--- src/mbps_pkg.sv ---
// ----------------------------------------------------------------------------
// mbps_pkg
// Shared types, constants and register codes for the masked byte scanner.
// ----------------------------------------------------------------------------
package mbps_pkg;

    localparam int PATTERN_MAX = 16;
    localparam int IDX_W       = $clog2(PATTERN_MAX);
    localparam int LEN_W       = 5;
    localparam int ADDR_W      = 64;
    localparam int APB_DATA_W  = 64;
    localparam int APB_ADDR_W  = 6;

    // register codes, taken from paddr[5:3]
    typedef enum logic [2:0] {
        REG_PAT_LOW  = 3'd0,
        REG_PAT_HIGH = 3'd1,
        REG_WILD     = 3'd2,
        REG_LEN      = 3'd3,
        REG_BASE     = 3'd4
    } t_reg_idx;

    typedef struct packed {
        logic [7:0] data_byte;
        logic       last_byte;
    } t_scan_in;

    typedef struct packed {
        logic              found;
        logic [ADDR_W-1:0] match_address;
    } t_scan_out;

    typedef struct packed {
        logic [63:0]            pattern_bytes_high;
        logic [63:0]            pattern_bytes_low;
        logic [PATTERN_MAX-1:0] wildcard_mask;
        logic [LEN_W-1:0]       pattern_length;
        logic [ADDR_W-1:0]      base_address;
    } t_cfg;

    typedef struct packed {
        logic advance;
        logic clear;
    } t_cell_ctl;

    // pattern length clipped to the cell count
    function automatic logic [LEN_W-1:0] sat_len(input logic [LEN_W-1:0] len);
        logic [LEN_W-1:0] res;
        res = len;
        if (len > LEN_W'(PATTERN_MAX)) begin
            res = LEN_W'(PATTERN_MAX);
        end
        return res;
    endfunction

endpackage

--- src/mbps_cell.sv ---
// ----------------------------------------------------------------------------
// mbps_cell
// One scan cell: holds the flag "pattern bytes 0..k matched ending at the
// newest word" and passes it to the next cell.
// ----------------------------------------------------------------------------
module mbps_cell
    import mbps_pkg::*;
(
    input  logic      i_clk,
    input  logic      i_rst_n,
    input  t_cell_ctl i_ctl,
    input  logic      i_prev_flag,
    input  logic [7:0] i_data,
    input  logic [7:0] i_pat,
    input  logic      i_wild,
    output logic      o_flag_next,
    output logic      o_flag
);

    logic r_flag;
    logic n_flag;

    assign o_flag_next = i_prev_flag & (i_wild | (i_data == i_pat));

    always_comb begin
        n_flag = r_flag;
        if (i_ctl.advance) begin
            n_flag = i_ctl.clear ? 1'b0 : o_flag_next;
        end
    end

    always_ff @(posedge i_clk) begin
        if (!i_rst_n) begin
            r_flag <= 1'b0;
        end else begin
            r_flag <= n_flag;
        end
    end

    assign o_flag = r_flag;

endmodule

--- src/mbps_regs.sv ---
// ----------------------------------------------------------------------------
// mbps_regs
// APB-style configuration registers of the scanner.
// ----------------------------------------------------------------------------
module mbps_regs
    import mbps_pkg::*;
(
    input  logic                  i_clk,
    input  logic                  i_rst_n,
    input  logic                  psel,
    input  logic                  penable,
    input  logic                  pwrite,
    input  logic [APB_ADDR_W-1:0] paddr,
    input  logic [APB_DATA_W-1:0] pwdata,
    output logic [APB_DATA_W-1:0] prdata,
    output logic                  pready,
    output t_cfg                  o_cfg
);

    t_cfg     r_cfg;
    t_cfg     n_cfg;
    t_reg_idx w_idx;
    logic     w_wr;

    assign pready = 1'b1;
    assign w_idx  = t_reg_idx'(paddr[5:3]);
    assign w_wr   = psel & penable & pwrite;

    always_comb begin
        n_cfg = r_cfg;
        if (w_wr) begin
            case (w_idx)
                REG_PAT_LOW:  n_cfg.pattern_bytes_low  = pwdata;
                REG_PAT_HIGH: n_cfg.pattern_bytes_high = pwdata;
                REG_WILD:     n_cfg.wildcard_mask      = pwdata[PATTERN_MAX-1:0];
                REG_LEN:      n_cfg.pattern_length     = pwdata[LEN_W-1:0];
                REG_BASE:     n_cfg.base_address       = pwdata;
                default: ;
            endcase
        end
    end

    always_comb begin
        case (w_idx)
            REG_PAT_LOW:  prdata = r_cfg.pattern_bytes_low;
            REG_PAT_HIGH: prdata = r_cfg.pattern_bytes_high;
            REG_WILD:     prdata = APB_DATA_W'(r_cfg.wildcard_mask);
            REG_LEN:      prdata = APB_DATA_W'(r_cfg.pattern_length);
            REG_BASE:     prdata = r_cfg.base_address;
            default:      prdata = '0;
        endcase
    end

    always_ff @(posedge i_clk) begin
        if (!i_rst_n) begin
            r_cfg <= '0;
        end else begin
            r_cfg <= n_cfg;
        end
    end

    assign o_cfg = r_cfg;

endmodule

--- src/masked_byte_pattern_scanner.sv ---
// ----------------------------------------------------------------------------
// masked_byte_pattern_scanner
// Wildcard byte signature scan over a streamed memory range.
// ----------------------------------------------------------------------------
// Takes one byte word per cycle, back to back, with no gaps needed. A row of
// 16 cells, one per pattern byte, carries partial-match flags along the chain
// per word taken, so every window position is tested; the leftmost match wins.
// On the word marked last the report (found, match address = base + offset)
// appears in the output register on the next cycle and the scan state clears
// in the same edge, so the next range can start at once. Non-last words are
// taken even while a report waits; a last word is held off only while the
// previous report is still stalled. A zero pattern length never matches;
// lengths above 16 act as 16.
// ----------------------------------------------------------------------------
module masked_byte_pattern_scanner
    import mbps_pkg::*;
(
    input  logic                  i_clk,
    input  logic                  i_rst_n,
    input  logic                  i_in_valid,
    output logic                  o_in_stall,
    input  t_scan_in              i_in_word,
    output logic                  o_out_valid,
    input  logic                  i_out_stall,
    output t_scan_out             o_out_word,
    input  logic                  psel,
    input  logic                  penable,
    input  logic                  pwrite,
    input  logic [APB_ADDR_W-1:0] paddr,
    input  logic [APB_DATA_W-1:0] pwdata,
    output logic [APB_DATA_W-1:0] prdata,
    output logic                  pready
);

    t_cfg w_cfg;

    mbps_regs u_regs (
        .i_clk   (i_clk),
        .i_rst_n (i_rst_n),
        .psel    (psel),
        .penable (penable),
        .pwrite  (pwrite),
        .paddr   (paddr),
        .pwdata  (pwdata),
        .prdata  (prdata),
        .pready  (pready),
        .o_cfg   (w_cfg)
    );

    logic                  w_acc;
    logic                  w_last_acc;
    t_cell_ctl             w_ctl;
    logic [PATTERN_MAX-1:0] w_flag;
    logic [PATTERN_MAX-1:0] w_flag_next;
    logic [127:0]          w_pat_all;
    logic [LEN_W-1:0]      w_len;
    logic [IDX_W-1:0]      w_lenm1;
    logic                  w_hit;
    logic [ADDR_W-1:0]     w_cand;

    logic                  r_seen;
    logic [ADDR_W-1:0]     r_first;
    logic [ADDR_W-1:0]     r_idx;
    logic                  r_out_valid;
    t_scan_out             r_out_word;
    logic                  n_seen;
    logic [ADDR_W-1:0]     n_first;
    logic [ADDR_W-1:0]     n_idx;
    logic                  n_out_valid;
    t_scan_out             n_out_word;

    // only a last word needs the output register
    assign o_in_stall = r_out_valid & i_out_stall & i_in_word.last_byte;
    assign w_acc      = i_in_valid & ~o_in_stall;
    assign w_last_acc = w_acc & i_in_word.last_byte;

    assign w_ctl.advance = w_acc;
    assign w_ctl.clear   = i_in_word.last_byte;

    assign w_pat_all = {w_cfg.pattern_bytes_high, w_cfg.pattern_bytes_low};

    genvar k;
    generate
        for (k = 0; k < PATTERN_MAX; k++) begin : g_cell
            logic w_prev;
            if (k == 0) begin : g_head
                assign w_prev = 1'b1;
            end else begin : g_link
                assign w_prev = w_flag[k-1];
            end
            mbps_cell u_cell (
                .i_clk       (i_clk),
                .i_rst_n     (i_rst_n),
                .i_ctl       (w_ctl),
                .i_prev_flag (w_prev),
                .i_data      (i_in_word.data_byte),
                .i_pat       (w_pat_all[8*k +: 8]),
                .i_wild      (w_cfg.wildcard_mask[k]),
                .o_flag_next (w_flag_next[k]),
                .o_flag      (w_flag[k])
            );
        end
    endgenerate

    assign w_len   = sat_len(w_cfg.pattern_length);
    assign w_lenm1 = IDX_W'(w_len - LEN_W'(1));
    assign w_hit   = (w_len != '0) & ~r_seen & w_flag_next[w_lenm1];
    assign w_cand  = w_cfg.base_address + r_idx - ADDR_W'(w_lenm1);

    always_comb begin
        n_seen      = r_seen;
        n_first     = r_first;
        n_idx       = r_idx;
        n_out_valid = r_out_valid & i_out_stall;
        n_out_word  = r_out_word;
        if (w_acc) begin
            if (w_hit) begin
                n_seen  = 1'b1;
                n_first = w_cand;
            end
            n_idx = r_idx + ADDR_W'(1);
            if (i_in_word.last_byte) begin
                n_out_valid              = 1'b1;
                n_out_word.found         = r_seen | w_hit;
                n_out_word.match_address = r_seen ? r_first : (w_hit ? w_cand : '0);
                n_seen                   = 1'b0;
                n_first                  = '0;
                n_idx                    = '0;
            end
        end
    end

    always_ff @(posedge i_clk) begin
        if (!i_rst_n) begin
            r_seen      <= 1'b0;
            r_first     <= '0;
            r_idx       <= '0;
            r_out_valid <= 1'b0;
        end else begin
            r_seen      <= n_seen;
            r_first     <= n_first;
            r_idx       <= n_idx;
            r_out_valid <= n_out_valid;
        end
        r_out_word <= n_out_word;
    end

    assign o_out_valid = r_out_valid;
    assign o_out_word  = r_out_word;

    a_report_follows_last: assert property (@(posedge i_clk) disable iff (!i_rst_n)
        w_last_acc |=> r_out_valid)
        else $error("no report after last word");

    a_scan_cleared: assert property (@(posedge i_clk) disable iff (!i_rst_n)
        w_last_acc |=> (!r_seen && r_idx == '0 && w_flag == '0))
        else $error("scan state not cleared after last word");

    a_no_found_zero_addr: assert property (@(posedge i_clk) disable iff (!i_rst_n)
        (r_out_valid && !r_out_word.found) |-> (r_out_word.match_address == '0))
        else $error("address set on a report without a match");

    a_stall_only_when_full: assert property (@(posedge i_clk) disable iff (!i_rst_n)
        o_in_stall |-> r_out_valid)
        else $error("input stalled with empty output register");

endmodule

--- config.mk ---
export PLATFORM = sky130hd
export DESIGN_NAME = masked_byte_pattern_scanner
export DESIGN_NICKNAME = d
export VERILOG_FILES = /design/src/mbps_pkg.sv /design/src/mbps_cell.sv /design/src/mbps_regs.sv /design/src/masked_byte_pattern_scanner.sv
export SDC_FILE = /design/constraint.sdc
export NUM_CORES = 1
export LEC_CHECK = 0
export BUFFER_PORTS_ARGS = -buffer_cell sky130_fd_sc_hd__buf_2
export CAP_MARGIN = 20
export CORE_ASPECT_RATIO = 2
export CORE_UTILIZATION = 54
export CTS_BUF_LIST = sky130_fd_sc_hd__clkbuf_8
export CTS_CLUSTER_DIAMETER = 200
export DETAILED_ROUTE_END_ITERATION = 16
export HOLD_SLACK_MARGIN = 0.15
export PLACE_DENSITY = 0.73
export RECOVER_POWER = 50
export SYNTH_ARGS = -nofsm -noshare
export SYNTH_HDL_FRONTEND = slang
export SYNTH_HIERARCHICAL = 1
export SYNTH_SLANG_ARGS = --single-unit
--- constraint.sdc ---
create_clock -name i_clk -period 6.3 [get_ports i_clk]
set_input_delay 0.315 -clock i_clk [delete_from_list [all_inputs] [get_ports i_clk]]
set_output_delay 0.315 -clock i_clk [all_outputs]
set_load 0.01 [all_outputs]
* Yosys cells after proc, flatten, opt, wreduce, memory -nomap -nowiden *
Index checks and enable logic that the tools add are counted.

operators by class
  magnitude comparators = 2
  add/subtract/negate cells = 4
  multiplexer cells = 28
  eq/ne operators = 20
  reductions and logical operators = 10
  bitwise logic cells = 41

operators with widths
  cell                   number
  $mux 64                5
  $pmux 64 s5            1
  $eq 8x8->1             16
  $add 64x1->64 const B  1
  $add 64x64->64         1
  $sub 64x4->64          1
  $and 1x1->1            22
  $mux 1                 20
  $or 1x1->1             17
  $reduce_and 2->1       7
  $eq 3x2->1 const B     2
  $gt 5x5->1 const B     1
  $lt 4x5->1 const B     1
  $mux 5                 1
  $reduce_bool 5->1      1
  $bmux 1 s4             1
  $sub 4x1->4 const B    1
  $eq 3x1->1 const B     1
  $eq 3x3->1 const B     1
  $logic_not 3->1        1
  $not 1->1              2
  $reduce_bool 2->1      1

storage, ports and cells
  bits in registers = 423
  word-level logic and storage cells = 131

* Longest topological paths before layout *
  depth in word-level cells = 8
  gate-level depth with buffers = 17
  gate-level depth less buffers = 16

* Modules after synthesis *
Netlist, hierarchy kept.

by module, submodules not included
  module                       area an instance (um^2)  times used  cells each  sequential area each (um^2)
  masked_byte_pattern_scanner  13038.8                  1           1542        4554.4
  mbps_regs                    9679.3                   1           1016        4264.1
  mbps_cell                    135.1                    16          16          20.0

* Least setup slack after synthesis *
OpenSTA, ideal clock, no wires.

  kind = flip-flop to flip-flop
  start point = register u_regs.r_cfg, in the netlist u_regs/o_cfg[64]
  end point = register r_out_word, in the netlist o_out_word[62], data pin
  cell stages (with the launch flop) = 18
  setup slack = 2.077 ns
  buffers on the path = 1
  data required time = 6.038 ns
  clock period less this slack = 4.223 ns
  arrival = 3.960 ns
  cell sequence = dfxtp_1 -> nor2b_1 -> buf_2 -> inv_1 -> ha_1 -> xnor2_2 -> fa_1 -> ha_1 -> a211oi_1 -> o21ai_0 -> a211oi_1 -> o21ai_0 -> a211o_1 -> a21oi_1 -> nor2_1 -> a311o_1 -> xnor2_1 -> o21ai_0

between the ends
  longest elaborated chain between the ends = 8
  elaborated cells between the ends (all ways) = 11
  classes of those cells = 2 x add/sub; 1 x order compare; 5 x mux; 2 x bitwise; 1 x reduce/logical

ends and longest elaborated chain
  element                                                line                                text
  start, declared                                        mbps_regs.sv:20                     t_cfg r_cfg;
  start signal, assigned                                 mbps_regs.sv:58                     r_cfg <= n_cfg;
  $gt 5x5->1                                             mbps_pkg.sv:50                      if (len > LEN_W'(PATTERN_MAX)) begin
  $mux 5 (*)                                             mbps_pkg.sv:50
  branches (longest 4 deep; another with $sub 64x4->64)  n/a
  $mux 64 (*) (2 in series)                              masked_byte_pattern_scanner.sv:125  n_out_word.match_address = r_seen ? r_first : (w_hit ? w_cand : '0);
  end signal, assigned                                   masked_byte_pattern_scanner.sv:145  r_out_word <= n_out_word;
  end, declared                                          masked_byte_pattern_scanner.sv:65   t_scan_out r_out_word;

Every way passes the cells marked *. The select of a mux whose other input is x is not followed.
A chain may end at the register's enable or synchronous reset.

* Final worst setup path *
  start point = input paddr[5]
  end point = register u_regs.r_cfg, in the netlist u_regs/o_cfg[143]

between the ends
  longest elaborated chain between the ends = 2

ends and longest elaborated chain
  element                     line                               text
  start, declared             masked_byte_pattern_scanner.sv:29  input logic [APB_ADDR_W-1:0] paddr,
  $logic_not 3->1             mbps_regs.sv:32                    case (w_idx)
  $reduce_and 2->1 (no line)  n/a

Every way passes these cells.

==> qor.txt <==
Die Ht - 305.3 um
power density over cell area - 198.1 nW/um^2
hold crit path type - in2reg
floorplan die width - 153.7 um
Clk Latency, worst-skew pair - 0.67 ns
hold depth - 3
Max Cap Viol - 7
required time reported for the critical path endpoint - 6.74 ns
Setup Skew - 0.04940 ns
multi-input logic area - 13990 sq um
shortest period the worst path allows - 5.366 ns
max_slew headroom - -1.524
clock tree from TritonCTS - built
post-synthesis average cell area - 8.839 sq um
total negative setup slack - 0 ns
TritonCTS Buffers - 58
worst r2r path cells - 17
highest attainable clock frequency - 186.3 MHz
Post-Synthesis Cell Area - 24840 sq um
grt total ovfl - 0
initial DRC count - 1293
overall global routing resource usage - 0.2977
fraction of the cycle the final worst path needs - 0.8518
Total Routed Length - 71310 um
wire length per cell after detailed routing - 19.62 um
clock transition time at the flip-flop clock pins of the worst setup and hold paths - 0.07 ns
count of placed standard cells in the final layout, fillers left out - 3634
I/O pins - 218
final-stage net count - 3244
total instance count after detailed placement - 3462
routability-driven placement congestion ratio - 0.9213
Hold Worst Slack - 0.2166 ns
filler instances - 4051
standard-cell rows - 110
initial standard-cell utilization of the core - 0.5502
Root Buffer - sky130_fd_sc_hd__clkbuf_8
first-pass GRT wire length - 110500 um
number of endpoints with negative hold slack in the final report - 0
FF+latch area - 9120 sq um
number of antenna violations at the first check in global routing - 1
CP Class - in2reg
Area growth syn-to-layout - 11.82%
overall power - 5.503 mW
count of buffers from port buffering - 213
share of post-route cells with drive strength above 1 - 0.08558
clock sink count - 423
total die area - 46910 sq um
crit path capture type - flop
first-pass detailed-route iteration total - 6
total setup violations reported at the end of the flow - 0
pins over their slew limit - 312
Yosys warning count - 6
Critical Path Start Type - input pin
largest net degree at the start of global routing - 159
DP Wirelength - 51830 um
number of global-route vias before repair - 21170
number of DRC violations after detailed routing - 0
outcome - finished, violations left
Detail Route Antenna Nets - 0
DR vias - 21030
critical path arrival - 5.81 ns
Worst IR Drop VDD - 0.1669 mV
core area - 45140 sq um
cells after synthesis - 2810
number of H-tree levels - 2
violated checks - max-capacitance violations, max-slew violations
Via density - 5.786
crit path max fanout - 33
static leakage - 12.66 nW
unrepaired setup endpoints after global routing - no
maximum root-to-sink buffer count - 3
measured slew at the worst slew-check pin - 3.785 ns
[sequential cells by signal, summed over array words and instances, names as in the netlist]
register,flops
g_cell.u_cell/o_flag,15
u_regs/o_cfg,213
o_out_word,65
r_idx,64
o_out_valid,1
r_seen,1
r_first,64
[layer usage]
layer	global-route usage	wire [um]
met5	0	0
met4	0.1942	4944
met3	0.02552	2963
met2	0.5392	35720
met1	0.3304	27690
[through the flow]
| stage | cell area, sq um | utilization | worst slack (ns) |
|---|---|---|---|
| final | 27780 | 0.6153 | 0.9336 |
| after global routing | 27780 | 0.6153 | 0.7709 |
| after CTS | 27920 | 0.6185 | 1.098 |
| after detailed placement | 26090 | 0.5780 | 1.123 |
| after global placement | 26090 | 0.5780 | 1.229 |
| after floorplan | 24840 | - | 2.077 |
[power by group]
group,leakage (nW),internal [mW],total (mW),switching [mW]
logic,8.44,0.229,0.617,0.388
clock network,0.694,1.05,2.11,1.06
registers,3.53,2.76,2.78,0.0154
[worst paths after layout]
| check | startpoint | end | slack (ns) |
|---|---|---|---|
| max | paddr[5] | u_regs/o_cfg[143] | 0.93 |
| min | i_rst_n | u_regs/o_cfg[185] | 0.22 |
| max reg2reg | u_regs/o_cfg[64] | o_out_word[62] | 1.11 |
| min reg2reg | r_first[56] | r_first[56] | 0.46 |
[layout by cell type, fill, tap and decap left out, types with 33 or more instances in the layout]
cell type                         n
sky130_fd_sc_hd__ha_1           125
sky130_fd_sc_hd__a22oi_1         33
sky130_fd_sc_hd__nand3_1         40
sky130_fd_sc_hd__buf_2          143
sky130_fd_sc_hd__dfxtp_1        357
sky130_fd_sc_hd__xor2_1         153
sky130_fd_sc_hd__o21ai_0         64
sky130_fd_sc_hd__clkbuf_1        73
sky130_fd_sc_hd__edfxtp_1        65
sky130_fd_sc_hd__nor2b_1         58
sky130_fd_sc_hd__mux2i_1        282
sky130_fd_sc_hd__a2bb2oi_1       49
sky130_fd_sc_hd__nand2_1        387
sky130_fd_sc_hd__a21oi_1        116
sky130_fd_sc_hd__a22o_1          83
sky130_fd_sc_hd__inv_1          284
sky130_fd_sc_hd__nor2_1         158
sky130_fd_sc_hd__dlygate4sd3_1   67
sky130_fd_sc_hd__xnor2_1         91
sky130_fd_sc_hd__clkbuf_8        74
sky130_fd_sc_hd__nor4_1          48
[repair_timing]
item | 4_1_cts | 5_1_grt
hold buffers | 67 | 0
hold endpoints to repair | 216 | 0
setup buffers | 0 | 0
resized for setup | 0 | 0
[critical path: stages]
cell and delay [ns]:
sky130_fd_sc_hd__clkbuf_1 1.29, sky130_fd_sc_hd__and4b_1 0.33, sky130_fd_sc_hd__nand2_1 1.55, sky130_fd_sc_hd__clkbuf_1 2.00, sky130_fd_sc_hd__mux2i_1 0.26
[final cells by class]
type / instances / area share
Clock buffer: 74 / 0.03667
Clock inverter: 30 / 0.005000
Inverter: 257 / 0.03473
Timing Repair Buffer: 306 / 0.06608
Multi-Input combinational cell: 1983 / 0.5039
Sequential cell: 423 / 0.3283
Antenna cell: 1 / 0.00009009
Tap cell: 560 / 0.02523
No activity file was read; power rests on OpenSTA's default activity.
